`src/rtl/assert_macros.svh`:
```
// ----------------------------------------------------------------------------
// Assertion macros
// Shared concurrent assertion forms, clocked on clock and quiet in reset.
// ----------------------------------------------------------------------------
`ifndef ASSERT_MACROS_SVH
`define ASSERT_MACROS_SVH

// Check a property at every rising edge outside reset.
`define TPP_ASSERT(label, prop) \
   label: assert property (@(posedge clock) disable iff (reset) prop) \
      else $error("tap pulse player assertion failed");

// Check that a condition never holds outside reset.
`define TPP_NEVER(label, cond) \
   label: assert property (@(posedge clock) disable iff (reset) !(cond)) \
      else $error("tap pulse player forbidden condition seen");

`endif

```
`src/rtl/tpp_pkg.sv`:
```
// ----------------------------------------------------------------------------
// Tape pulse player package
// Payload structs, request and command codes, and sequencer states.
// ----------------------------------------------------------------------------
package tpp_pkg;

   localparam logic [1:0] REQ_BYTE    = 2'd0;
   localparam logic [1:0] REQ_ADVANCE = 2'd1;
   localparam logic [1:0] REQ_CONTROL = 2'd2;
   localparam logic [1:0] REQ_STATUS  = 2'd3;

   localparam logic [1:0] CMD_NONE   = 2'd0;
   localparam logic [1:0] CMD_PLAY   = 2'd1;
   localparam logic [1:0] CMD_STOP   = 2'd2;
   localparam logic [1:0] CMD_REWIND = 2'd3;

   localparam logic CSR_TAP_VERSION = 1'b0;
   localparam logic CSR_ZERO_GAP    = 1'b1;

   localparam logic [23:0] ZERO_GAP_RESET = 24'd2500;
   localparam logic [2:0]  EDGE_MAX       = 3'd7;

   typedef struct packed {
      logic [1:0] req_type;
      logic [7:0] tape_byte;
      logic       last_byte;
      logic [7:0] cycles;
      logic [1:0] command;
      logic       motor_level;
   } tpp_req_type;

   typedef struct packed {
      logic       byte_accepted;
      logic [2:0] edges;
      logic       starved;
      logic [7:0] cycles_left;
      logic       running;
      logic       playing;
   } tpp_rsp_type;

   typedef struct packed {
      logic [7:0]  cyc_next;
      logic [23:0] rem_next;
      logic        gap_done;
   } step_result_type;

   typedef struct packed {
      logic full;
      logic empty;
   } queue_status_type;

   typedef enum logic [2:0] {
      ST_IDLE,
      ST_EXEC,
      ST_ADVANCE,
      ST_POP,
      ST_FINISH
   } state_type;

endpackage

```
`src/rtl/tap_pulse_player.sv`:
```
// ----------------------------------------------------------------------------
// Tape pulse player
// Decodes tape payload bytes into gaps, queues them and plays them out as
// pulses against advance requests, under play, stop, rewind and motor control.
// ----------------------------------------------------------------------------
// Byte, control and status requests go from idle through execute to finish,
// where the result is registered. An advance goes from execute to the advance
// state for each compare-and-subtract step and to the pop state for each gap
// fetched from the queue head; one transfer is handled at a time, and a new
// request transfers while the previous result still waits in its register.
// ----------------------------------------------------------------------------
`include "assert_macros.svh"

module tap_pulse_player import tpp_pkg::*; #(
   parameter int QUEUE_DEPTH = 4
) (
   input  logic        clock,
   input  logic        reset,
   input  logic        req_valid,
   output logic        req_ready,
   input  tpp_req_type req_data,
   output logic        rsp_valid,
   input  logic        rsp_ready,
   output tpp_rsp_type rsp_data,
   input  logic        csr_we,
   input  logic        csr_index,
   input  logic [23:0] csr_wdata
);

   state_type        state_ff, state_in;
   tpp_req_type      req_ff, req_in;
   tpp_rsp_type      rsp_ff, rsp_in;
   logic             rsp_valid_ff, rsp_valid_in;
   logic [1:0]       tap_version_ff;
   logic [23:0]      zero_gap_ff;
   logic [23:0]      rem_ff, rem_in;
   logic [7:0]       cyc_ff, cyc_in;
   logic [2:0]       edges_ff, edges_in;
   logic             starved_ff, starved_in;
   logic [7:0]       left_ff, left_in;
   logic             accepted_ff, accepted_in;
   logic [23:0]      long_val_ff, long_val_in;
   logic [1:0]       long_phase_ff, long_phase_in;
   logic             end_seen_ff, end_seen_in;
   logic             play_ff, play_in;
   logic             motor_ff, motor_in;

   logic             q_push, q_pop, q_clear;
   logic [23:0]      q_push_data, q_head;
   queue_status_type q_status;
   step_result_type  step;
   logic [23:0]      zero_gap_eff;
   logic [23:0]      long_full;
   logic             running_now;
   logic             adv_go;

   tpp_gap_queue #(.DEPTH(QUEUE_DEPTH)) u_queue (
      .clock     (clock),
      .reset     (reset),
      .push      (q_push),
      .push_data (q_push_data),
      .pop       (q_pop),
      .clear     (q_clear),
      .head_data (q_head),
      .status    (q_status)
   );

   tpp_step_unit u_step (
      .cyc    (cyc_ff),
      .rem    (rem_ff),
      .result (step)
   );

   assign zero_gap_eff = (zero_gap_ff == 24'd0) ? 24'd1 : zero_gap_ff;
   assign long_full    = {long_val_ff[23:16] | req_ff.tape_byte, long_val_ff[15:0]};
   assign running_now  = play_ff && motor_ff &&
                         ((rem_ff != 24'd0) || !q_status.empty || !end_seen_ff);
   assign adv_go       = (cyc_ff != 8'd0) && running_now;

   always_comb begin
      state_in = state_ff;
      unique case (state_ff)
         ST_IDLE: begin
            if (req_valid) begin
               state_in = ST_EXEC;
            end
         end
         ST_EXEC: begin
            state_in = (req_ff.req_type == REQ_ADVANCE) ? ST_ADVANCE : ST_FINISH;
         end
         ST_ADVANCE: begin
            if (!adv_go || (rem_ff == 24'd0 && q_status.empty)) begin
               state_in = ST_FINISH;
            end else if (rem_ff == 24'd0) begin
               state_in = ST_POP;
            end
         end
         ST_POP: begin
            state_in = ST_ADVANCE;
         end
         ST_FINISH: begin
            if (!rsp_valid_ff || rsp_ready) begin
               state_in = ST_IDLE;
            end
         end
         default: begin
            state_in = ST_IDLE;
         end
      endcase
   end

   always_comb begin
      req_ready     = 1'b0;
      q_push        = 1'b0;
      q_pop         = 1'b0;
      q_clear       = 1'b0;
      q_push_data   = 24'd0;
      req_in        = req_ff;
      rsp_in        = rsp_ff;
      rsp_valid_in  = rsp_valid_ff && !rsp_ready;
      rem_in        = rem_ff;
      cyc_in        = cyc_ff;
      edges_in      = edges_ff;
      starved_in    = starved_ff;
      left_in       = left_ff;
      accepted_in   = accepted_ff;
      long_val_in   = long_val_ff;
      long_phase_in = long_phase_ff;
      end_seen_in   = end_seen_ff;
      play_in       = play_ff;
      motor_in      = motor_ff;
      unique case (state_ff)
         ST_IDLE: begin
            req_ready = 1'b1;
            if (req_valid) begin
               req_in      = req_data;
               cyc_in      = req_data.cycles;
               edges_in    = 3'd0;
               starved_in  = 1'b0;
               left_in     = 8'd0;
               accepted_in = 1'b0;
            end
         end
         ST_EXEC: begin
            case (req_ff.req_type)
               REQ_BYTE: begin
                  if (!q_status.full && !end_seen_ff) begin
                     accepted_in = 1'b1;
                     if (long_phase_ff == 2'd1) begin
                        long_val_in[7:0] = long_val_ff[7:0] | req_ff.tape_byte;
                        long_phase_in    = 2'd2;
                     end else if (long_phase_ff == 2'd2) begin
                        long_val_in[15:8] = long_val_ff[15:8] | req_ff.tape_byte;
                        long_phase_in     = 2'd3;
                     end else if (long_phase_ff == 2'd3) begin
                        q_push        = 1'b1;
                        q_push_data   = (long_full != 24'd0) ? long_full : zero_gap_eff;
                        long_phase_in = 2'd0;
                        long_val_in   = 24'd0;
                     end else if (req_ff.tape_byte != 8'd0) begin
                        q_push      = 1'b1;
                        q_push_data = {13'd0, req_ff.tape_byte, 3'd0};
                     end else if (tap_version_ff == 2'd0) begin
                        q_push      = 1'b1;
                        q_push_data = zero_gap_eff;
                     end else begin
                        long_phase_in = 2'd1;
                        long_val_in   = 24'd0;
                     end
                     if (req_ff.last_byte) begin
                        end_seen_in   = 1'b1;
                        long_phase_in = 2'd0;
                        long_val_in   = 24'd0;
                     end
                  end
               end
               REQ_CONTROL: begin
                  motor_in = req_ff.motor_level;
                  case (req_ff.command)
                     CMD_PLAY: begin
                        if (!q_status.empty || !end_seen_ff) begin
                           play_in = 1'b1;
                        end
                     end
                     CMD_STOP: begin
                        play_in = 1'b0;
                     end
                     CMD_REWIND: begin
                        play_in       = 1'b0;
                        rem_in        = 24'd0;
                        q_clear       = 1'b1;
                        long_phase_in = 2'd0;
                        long_val_in   = 24'd0;
                        end_seen_in   = 1'b0;
                     end
                     default: begin
                     end
                  endcase
               end
               default: begin
               end
            endcase
         end
         ST_ADVANCE: begin
            if (adv_go) begin
               if (rem_ff == 24'd0) begin
                  if (q_status.empty) begin
                     if (end_seen_ff) begin
                        play_in = 1'b0;
                     end else begin
                        starved_in = 1'b1;
                        left_in    = cyc_ff;
                     end
                  end
               end else begin
                  cyc_in = step.cyc_next;
                  rem_in = step.rem_next;
                  if (step.gap_done) begin
                     if (edges_ff != EDGE_MAX) begin
                        edges_in = edges_ff + 3'd1;
                     end
                     if (q_status.empty && end_seen_ff) begin
                        play_in = 1'b0;
                     end
                  end
               end
            end
         end
         ST_POP: begin
            rem_in = q_head;
            q_pop  = 1'b1;
         end
         ST_FINISH: begin
            if (!rsp_valid_ff || rsp_ready) begin
               rsp_valid_in         = 1'b1;
               rsp_in.byte_accepted = accepted_ff;
               rsp_in.edges         = edges_ff;
               rsp_in.starved       = starved_ff;
               rsp_in.cycles_left   = left_ff;
               rsp_in.running       = running_now;
               rsp_in.playing       = play_ff;
            end
         end
         default: begin
         end
      endcase
   end

   always_ff @(posedge clock) begin
      if (reset) begin
         state_ff       <= ST_IDLE;
         rsp_valid_ff   <= 1'b0;
         tap_version_ff <= 2'd0;
         zero_gap_ff    <= ZERO_GAP_RESET;
         rem_ff         <= 24'd0;
         long_val_ff    <= 24'd0;
         long_phase_ff  <= 2'd0;
         end_seen_ff    <= 1'b0;
         play_ff        <= 1'b0;
         motor_ff       <= 1'b0;
      end else begin
         state_ff      <= state_in;
         rsp_valid_ff  <= rsp_valid_in;
         rem_ff        <= rem_in;
         long_val_ff   <= long_val_in;
         long_phase_ff <= long_phase_in;
         end_seen_ff   <= end_seen_in;
         play_ff       <= play_in;
         motor_ff      <= motor_in;
         if (csr_we) begin
            unique case (csr_index)
               CSR_TAP_VERSION: tap_version_ff <= csr_wdata[1:0];
               CSR_ZERO_GAP:    zero_gap_ff    <= csr_wdata;
               default: begin
               end
            endcase
         end
      end
   end

   always_ff @(posedge clock) begin
      req_ff      <= req_in;
      rsp_ff      <= rsp_in;
      cyc_ff      <= cyc_in;
      edges_ff    <= edges_in;
      starved_ff  <= starved_in;
      left_ff     <= left_in;
      accepted_ff <= accepted_in;
   end

   assign rsp_valid = rsp_valid_ff;
   assign rsp_data  = rsp_ff;

   `TPP_NEVER(a_push_when_full, q_push && q_status.full)
   `TPP_NEVER(a_pop_when_empty, q_pop && q_status.empty)
   `TPP_ASSERT(a_accept_to_exec, (req_valid && req_ready) |=> (state_ff == ST_EXEC))
   `TPP_ASSERT(a_starved_has_left, (rsp_valid && rsp_data.starved) |-> (rsp_data.cycles_left != 8'd0))

endmodule

```
`src/rtl/tpp_step_unit.sv`:
```
// ----------------------------------------------------------------------------
// Tape pulse player step unit
// One compare and subtract: spends the lesser of the cycles and the gap left.
// ----------------------------------------------------------------------------
module tpp_step_unit import tpp_pkg::*; (
   input  logic [7:0]      cyc,
   input  logic [23:0]     rem,
   output step_result_type result
);

   logic        less;
   logic [23:0] cyc_wide;

   assign cyc_wide        = {16'd0, cyc};
   assign less            = cyc_wide < rem;
   assign result.rem_next = less ? (rem - cyc_wide) : 24'd0;
   assign result.cyc_next = less ? 8'd0 : (cyc - rem[7:0]);
   assign result.gap_done = !less;

endmodule

```
`src/rtl/tpp_gap_queue.sv`:
```
// ----------------------------------------------------------------------------
// Tape pulse player gap queue
// Circular buffer of decoded gaps with a registered head read.
// ----------------------------------------------------------------------------
module tpp_gap_queue import tpp_pkg::*; #(
   parameter int DEPTH = 4
) (
   input  logic             clock,
   input  logic             reset,
   input  logic             push,
   input  logic [23:0]      push_data,
   input  logic             pop,
   input  logic             clear,
   output logic [23:0]      head_data,
   output queue_status_type status
);

   localparam int PTR_W = (DEPTH > 1) ? $clog2(DEPTH) : 1;
   localparam int CNT_W = $clog2(DEPTH + 1);
   localparam logic [PTR_W-1:0] LAST_PTR = PTR_W'(DEPTH - 1);
   localparam logic [CNT_W-1:0] FULL_CNT = CNT_W'(DEPTH);

   logic [23:0]      mem [DEPTH];
   logic [PTR_W-1:0] wr_ptr_ff, wr_ptr_in;
   logic [PTR_W-1:0] rd_ptr_ff, rd_ptr_in;
   logic [CNT_W-1:0] count_ff, count_in;
   logic [23:0]      head_ff;

   always_comb begin
      wr_ptr_in = wr_ptr_ff;
      rd_ptr_in = rd_ptr_ff;
      count_in  = count_ff;
      if (clear) begin
         wr_ptr_in = '0;
         rd_ptr_in = '0;
         count_in  = '0;
      end else begin
         if (push) begin
            wr_ptr_in = (wr_ptr_ff == LAST_PTR) ? '0 : wr_ptr_ff + 1'b1;
         end
         if (pop) begin
            rd_ptr_in = (rd_ptr_ff == LAST_PTR) ? '0 : rd_ptr_ff + 1'b1;
         end
         if (push && !pop) begin
            count_in = count_ff + 1'b1;
         end else if (pop && !push) begin
            count_in = count_ff - 1'b1;
         end
      end
   end

   always_ff @(posedge clock) begin
      if (reset) begin
         wr_ptr_ff <= '0;
         rd_ptr_ff <= '0;
         count_ff  <= '0;
      end else begin
         wr_ptr_ff <= wr_ptr_in;
         rd_ptr_ff <= rd_ptr_in;
         count_ff  <= count_in;
      end
   end

   always_ff @(posedge clock) begin
      if (push && !clear) begin
         mem[wr_ptr_ff] <= push_data;
      end
      head_ff <= mem[rd_ptr_ff];
   end

   assign head_data    = head_ff;
   assign status.full  = count_ff == FULL_CNT;
   assign status.empty = count_ff == '0;

endmodule
```
`config.mk`:
```
export PLATFORM = sky130hd
export DESIGN_NAME = tap_pulse_player
export DESIGN_NICKNAME = d
export VERILOG_FILES = /design/src/rtl/tpp_pkg.sv /design/src/rtl/tap_pulse_player.sv /design/src/rtl/tpp_step_unit.sv /design/src/rtl/tpp_gap_queue.sv
export VERILOG_INCLUDE_DIRS = /design/src /design/src/rtl
export SDC_FILE = /design/constraint.sdc
export NUM_CORES = 1
export LEC_CHECK = 0
export BUFFER_PORTS_ARGS = -buffer_cell sky130_fd_sc_hd__buf_2
export CORE_ASPECT_RATIO = 0.7
export CORE_MARGIN = 10
export CORE_UTILIZATION = 40
export DETAILED_ROUTE_END_ITERATION = 16
export SLEW_MARGIN = 15
export SYNTH_ARGS = -nofsm -noshare
export SYNTH_HDL_FRONTEND = slang
export SYNTH_SLANG_ARGS = --single-unit
export TNS_END_PERCENT = 5
```
`constraint.sdc`:
```
create_clock -name clock -period 2.4 [get_ports clock]
set_input_delay 0.36 -clock clock [delete_from_list [all_inputs] [get_ports clock]]
set_output_delay 0.36 -clock clock [all_outputs]
set_load 0.01 [all_outputs]
```
== Yosys cells after proc, flatten, opt, wreduce, memory -nomap -nowiden ==
Memories as Yosys holds them, arrays and structs flattened. A register that Yosys moved wholly into a read port is not among the register bits.
Index checks and enable logic that the tools add are counted.

* Add/sub/neg operators: 7
* $lt $le $gt $ge: 1
* Equal/unequal tests: 50
* Multiplexer cells: 103
* Bitwise logic cells: 4
* Reduce and logical (&&, ||, !) cells: 59

{| class="wikitable"
|+ Operators with widths
! kind !! count
|-
| 24-bit two-way mux || 20
|-
| 8-bit two-way mux || 13
|-
| 24-bit case mux with 3 select lines || 1
|-
| 24-bit zero test || 2
|-
| 24-bit case mux with 2 select lines || 1
|-
| 24-bit nonzero test || 2
|-
| 3-bit two-way mux || 12
|-
| 1-bit two-way mux || 35
|-
| 8-bit case mux with 2 select lines || 2
|-
| 3-bit inequality test (second input constant) || 10
|-
| 2-bit inequality test (second input constant) || 13
|-
| 8-bit by 24-bit less-than comparator with 1-bit output || 1
|-
| 8-bit bitwise OR || 3
|-
| 24-bit by 8-bit subtractor with 24-bit output || 1
|-
| 2-bit two-way mux || 10
|-
| 5-bit inequality test (second input constant) || 4
|-
| 6-bit AND reduction || 3
|-
| 16-bit two-way mux || 1
|-
| 8-bit nonzero test || 2
|-
| 3-bit case mux with 5 select lines || 1
|-
| 2-bit == test (second input constant) || 7
|-
| 7-bit AND reduction || 2
|-
| 4-bit inequality test (second input constant) || 3
|-
| 6-bit inequality test (second input constant) || 2
|-
| other kinds (27) || 73
|}

* Flip-flop bits (word level): 140
* RAM bits: 96
* Bits of input ports: 52
* Output and inout bits: 17
* Word-level logic and storage cells: 256
* Memories: 1

{| class="wikitable"
|+ Memory list
! name !! words !! bits a word !! rd ports !! clocked after memory_dff !! write ports !! RTL line !! text
|-
| u_queue.mem || 4 || 24 || 1 || 1 || 1 || tpp_gap_queue.sv:23 || <nowiki>logic [23:0] mem [DEPTH];</nowiki>
|}

== Longest topological paths before layout ==
* Word-level depth: 13
* Depth in mapped cells: 13

== Hierarchy ==
From an unflattened synthesis, not the netlist that was laid out.

* Cells, all modules: 1012
* Area total of the unflattened synthesis: 11542.3 um^2

{| class="wikitable"
|+ By module, submodules not included
! module !! times used !! cells each !! area an instance (um^2)
|-
| tap_pulse_player || 1 || 618 || 5785.5
|-
| tpp_gap_queue || 1 || 195 || 4409.2
|-
| tpp_step_unit || 1 || 199 || 1347.5
|}

== Least setup slack after synthesis ==
No wires, ideal clock.

* Path kind: reg2reg
* Start point: register rem_ff[0]
* End point: register edges_ff[0], enable pin
* Data arrival time: 2.304 ns
* Setup slack: -0.208 ns
* Cell stages (with the launch flop): 11
* Buffers on the path: 0
* Period minus slack after synthesis: 2.608 ns
* Cell sequence: dfxtp_1 inv_1 ha_1 inv_1 fa_1 a211oi_2 nor2_1 o41a_1 a211o_1 o21ai_1 and2_1

* Cells in the longest elaborated chain, start to end: 7
* Elaborated cells on any way between the ends: 11
* Classes of those cells: 1 x order compare; 3 x eq/ne; 7 x reduce/logical

{| class="wikitable"
|+ Ends and longest elaborated chain
! what !! RTL line !! text
|-
| start: declaration || tap_pulse_player.sv:36 || <nowiki>logic [23:0] rem_ff, rem_in;</nowiki>
|-
| start signal: assignment || tap_pulse_player.sv:264 || <nowiki>rem_ff <= rem_in;</nowiki>
|-
| parallel branches: the longest is 6 deep, another holds 8-bit by 24-bit less-than comparator with 1-bit output || -- ||
|-
| 6-bit AND reduction (no line) (*) || -- ||
|-
| end signal: assignment || tap_pulse_player.sv:285 || <nowiki>edges_ff <= edges_in;</nowiki>
|-
| end: declaration || tap_pulse_player.sv:38 || <nowiki>logic [2:0] edges_ff, edges_in;</nowiki>
|}

Every way passes the cells marked *.
A chain may end at the register's enable or synchronous reset.

== Worst setup path after layout ==
* Start point: register cyc_ff[0]
* End point: register edges_ff[1], enable pin

* Cells in the longest elaborated chain, start to end: 4
* Elaborated cells on any way between the ends: 6
* Classes of those cells: 1 x order compare; 2 x eq/ne; 3 x reduce/logical

{| class="wikitable"
|+ Ends and longest elaborated chain
! what !! RTL line !! text
|-
| start: declaration || tap_pulse_player.sv:37 || <nowiki>logic [7:0] cyc_ff, cyc_in;</nowiki>
|-
| start signal: assignment || tap_pulse_player.sv:284 || <nowiki>cyc_ff <= cyc_in;</nowiki>
|-
| parallel branches: the longest is 3 deep, another holds 8-bit by 24-bit less-than comparator with 1-bit output || -- ||
|-
| 6-bit AND reduction (no line) (*) || -- ||
|}

Marked as above.

==> out/results.ini <==
[die]
die_h_um = 158.1
row_count = 50
die_w_um = 217.3
initial_utilization_pct = 40.70
dieArea_mm2 = 0.03435
core_area_mm2 = 0.02678
ios = 69

[pwr]
pwr-share-seq_pct = 52.2
p_sw_uw = 2143
power.density_mw_per_mm2 = 682.7
clockPowerShare_pct = 39.9
p_total_uw = 9097
irDropWorstVdd_uv = 432.3
netSwitchingFraction_pct = 23.56
p_leak_uw = 0.005034
p_int_uw = 6954
comb_power_share_pct = 8.0

[cells_and_area]
nNetsFinal = 1156
drive_gt1_share_pct = 25.05
layout_common_cells = 146 x edfxtp_1, 108 x nand2_1, 103 x dfxtp_1, 89 x buf_4, 76 x a21oi_1
final_common_cell = edfxtp_1
antenna_cells = 0
area_growth_pct = 22.28

[yosys]
ys.flop_type = edfxtp_1
ys_seq_elements = 252
synth_edf_count = 146
yosysSeqAreaShare_pct = 59.71
ys_async_sr_fraction_pct = 0
syn_nets = 999
synth_cell_types = 73
avgSynthCellArea_um2 = 11.87
syn_area_mm2 = 0.01090
ys.warnings.count = 0
synthCells = 918

[clock_tree]
clk_latency_ns = 0.54
cts_buffers = 25
htree_num_levels = 1
cts.reportedPaths.clkPinSlew_ns = 0.06
cts_sinks = 252
cts_tree = yes
clockRootBuffer = clkbuf_16
clock_path_buffers = 3

[worst_setup_path]
r2r_slack_ns = -0.19
worstPathRequired_ns = 2.65
ff2ff_path_depth = 9
slowest_delay_ns = 0.40
end_kind = register
worstPathMaxFanout = 3
path_cells = ha_4 > inv_2 > fa_2 > a211oi_4 > nor2_4 > o41a_1 > a211o_1 > o21ai_1 > and2_4
r2r_end = edges_ff[1]
critPathTopFamily = compound AO/OA/AOI/OAI gates
crit_arrival_ns = 2.84
start_kind = register
r2r_start = cyc_ff[0]
path_class = reg -> reg
slowest_stage = edfxtp_1
crit_buf_inv = 1

[route]
vias = 7618
route.detailed.drc = 0
routed_via_density = 5.225
drtAntennaViolNets = 0
avgRoutedWirePerCell_um = 18.13
first_pass_iters = 5
routed_wl_um = 26430
drtIter0Drc = 697

[sta]
fin_crit_sh_pct = 108.0
finalWorstSetupSlack_ns = -0.1911
slew_headroom_pct = 46.73
timing.final.max_slew_violations = 0
period_needed_ns = 2.591
worstMarginPinSlew_ns = 0.7990
hold_viol = 0
rsz0062_at_grt = true
setup_viol = 19
hold_ws_ns = 0.04162
fmax_mhz = 385.9
finClkSkew_ns = 0.01161

[grt]
grt_pass1_vias = 7519
antenna_found_initial = 0
overflow = 0
grt_pass1_wl_um = 42320
grtUsageTotal_pct = 15.40
grt_max_degree = 30

[place]
routabilityCongestion = 0.8726
pre_cts_ws_ns = -0.1769
port_buffers = 68
hpwl_um = 18840

[run]
drv_cap = 0

[hold_path]
worst_hold_startpoint = csr_wdata[11]
whs_endpoint = zero_gap_ff[11]
min-delay-path-class = in -> reg
holdPathStages = 3

[outcome]
status = finished with violations
failed_checks = setup timing

-- per-layer routing --
layer / GRT usage (%) / vias to the layer above / wire length, um
li1: - / 3718 / -
met1: 22.49 / 3681 / 13070
met2: 23.15 / 181 / 11480
met3: 2.898 / 38 / 1423
met4: 3.452 / 0 / 459
met5: 0 / - / 0
-- what timing repair did --
action,in CTS,in global routing
endpoints found under the setup margin,22,98
pin swaps,10,7
buffers inserted,0,2
hold buffers,12,2
gates resized for setup,2,26
endpoints found under the hold margin,12,2
-- how the worst max path moves through the flow --
stage	slack [ns]	from	endpoint	cells past startpoint
global placement	-0.12	rem_ff[0]	edges_ff[1]	10
global route	-0.27	cyc_ff[0]	edges_ff[1]	9
finish	-0.19	cyc_ff[0]	edges_ff[1]	9
floorplan	-0.1	rem_ff[0]	edges_ff[0]	10
CTS	-0.19	rem_ff[0]	edges_ff[1]	10
detailed placement	-0.18	rem_ff[0]	edges_ff[1]	10
-- cells by family after synthesis --
family | synth area share (%)
AND/OR/NAND/NOR | 13.65
XOR/XNOR | 1.125
AO/OA/AOI/OAI | 12.57
flip-flops | 59.71
buffers and inverters | 3.433
multiplexers | 5.971
adder cells (fa/ha/maj) | 3.537
-- state kept, by name, indices dropped and copies added, names as in the netlist, 2 cells and up --
name / cells
req_ff: 14
rem_ff: 24
left_ff: 8
rsp_data: 15
tap_version_ff: 2
zero_gap_ff: 24
long_val_ff: 16
u_queue.wr_ptr_ff: 2
cyc_ff: 8
state_ff: 3
u_queue.mem: 96
long_phase_ff: 2
edges_ff: 3
u_queue.head_data: 24
u_queue.count_ff: 3
u_queue.rd_ptr_ff: 2
-- worst reg2reg max path: stages (launching register included) --
cell      delay, ns
edfxtp_1       0.40
ha_4           0.15
inv_2          0.03
fa_2           0.36
a211oi_4       0.28
nor2_4         0.08
o41a_1         0.35
a211o_1        0.35
o21ai_1        0.14
and2_4         0.17
-- stage by stage --
step	utilization [%]	TNS [ns]	area, um2	instances
after floorplan	-	-0.3686	10920	918
after global placement	45.85	-0.6357	12280	1396
after detailed placement	45.85	-1.606	12280	1396
after CTS	49.13	-1.983	13150	1454
after global routing	49.76	-5.771	13320	1458
final	49.76	-2.119	13320	1458
-- power by group through the flow --
stage / logic, uW / registers [uW] / clock network (uW)
6_report: 725 / 4740 / 3630
4_1_cts: 696 / 4740 / 3710
2_1_floorplan: 395 / 4820 / 0
3_5_place_dp: 675 / 4830 / 0
5_1_grt: 799 / 4750 / 3890
3_3_place_gp: 671 / 4830 / 0
-- layout make-up --
type                       count  area, um2
clock inverter                16      93.84
timing repair buffer         179       1300
inverter                      37      143.9
tap                          364      455.4
fill                        2472      13450
multi-input combinational    580       4167
clock buffer                  30      654.4
sequential                   252       6510
-- synth_stat cells, types with 3 or more instances --
master | n | area share [%]
a22o_1 | 8 | 0.64
nand4_1 | 5 | 0.29
buf_4 | 3 | 0.21
nor4_1 | 17 | 0.98
a32oi_1 | 6 | 0.48
or3_1 | 3 | 0.17
nor3_2 | 3 | 0.28
and3_1 | 5 | 0.29
nand3_1 | 21 | 0.96
mux2i_1 | 11 | 1.0
a31oi_1 | 8 | 0.46
a221oi_1 | 8 | 0.64
dfxtp_1 | 106 | 19
o32ai_1 | 4 | 0.32
a22oi_1 | 13 | 0.90
buf_6 | 3 | 0.31
buf_2 | 10 | 0.46
inv_1 | 35 | 1.2
o21ai_0 | 5 | 0.23
o21ai_1 | 8 | 0.37
a211oi_1 | 15 | 1.0
o211ai_1 | 8 | 0.55
nand2_1 | 108 | 3.7
o21a_1 | 3 | 0.21
or2_2 | 3 | 0.17
nand2b_1 | 10 | 0.57
edfxtp_1 | 146 | 40
and2_1 | 14 | 0.80
a21o_1 | 12 | 0.83
xor2_1 | 6 | 0.48
a21oi_1 | 79 | 3.6
nor2_1 | 72 | 2.5
mux4_2 | 24 | 5.0
xnor2_1 | 8 | 0.64
nor2b_1 | 6 | 0.34
fa_1 | 3 | 0.55
nor3_1 | 11 | 0.51
nand3b_1 | 9 | 0.62
clkbuf_1 | 31 | 1.1
ha_1 | 26 | 3.0
Note: power is estimated with default switching activity, not from simulation.
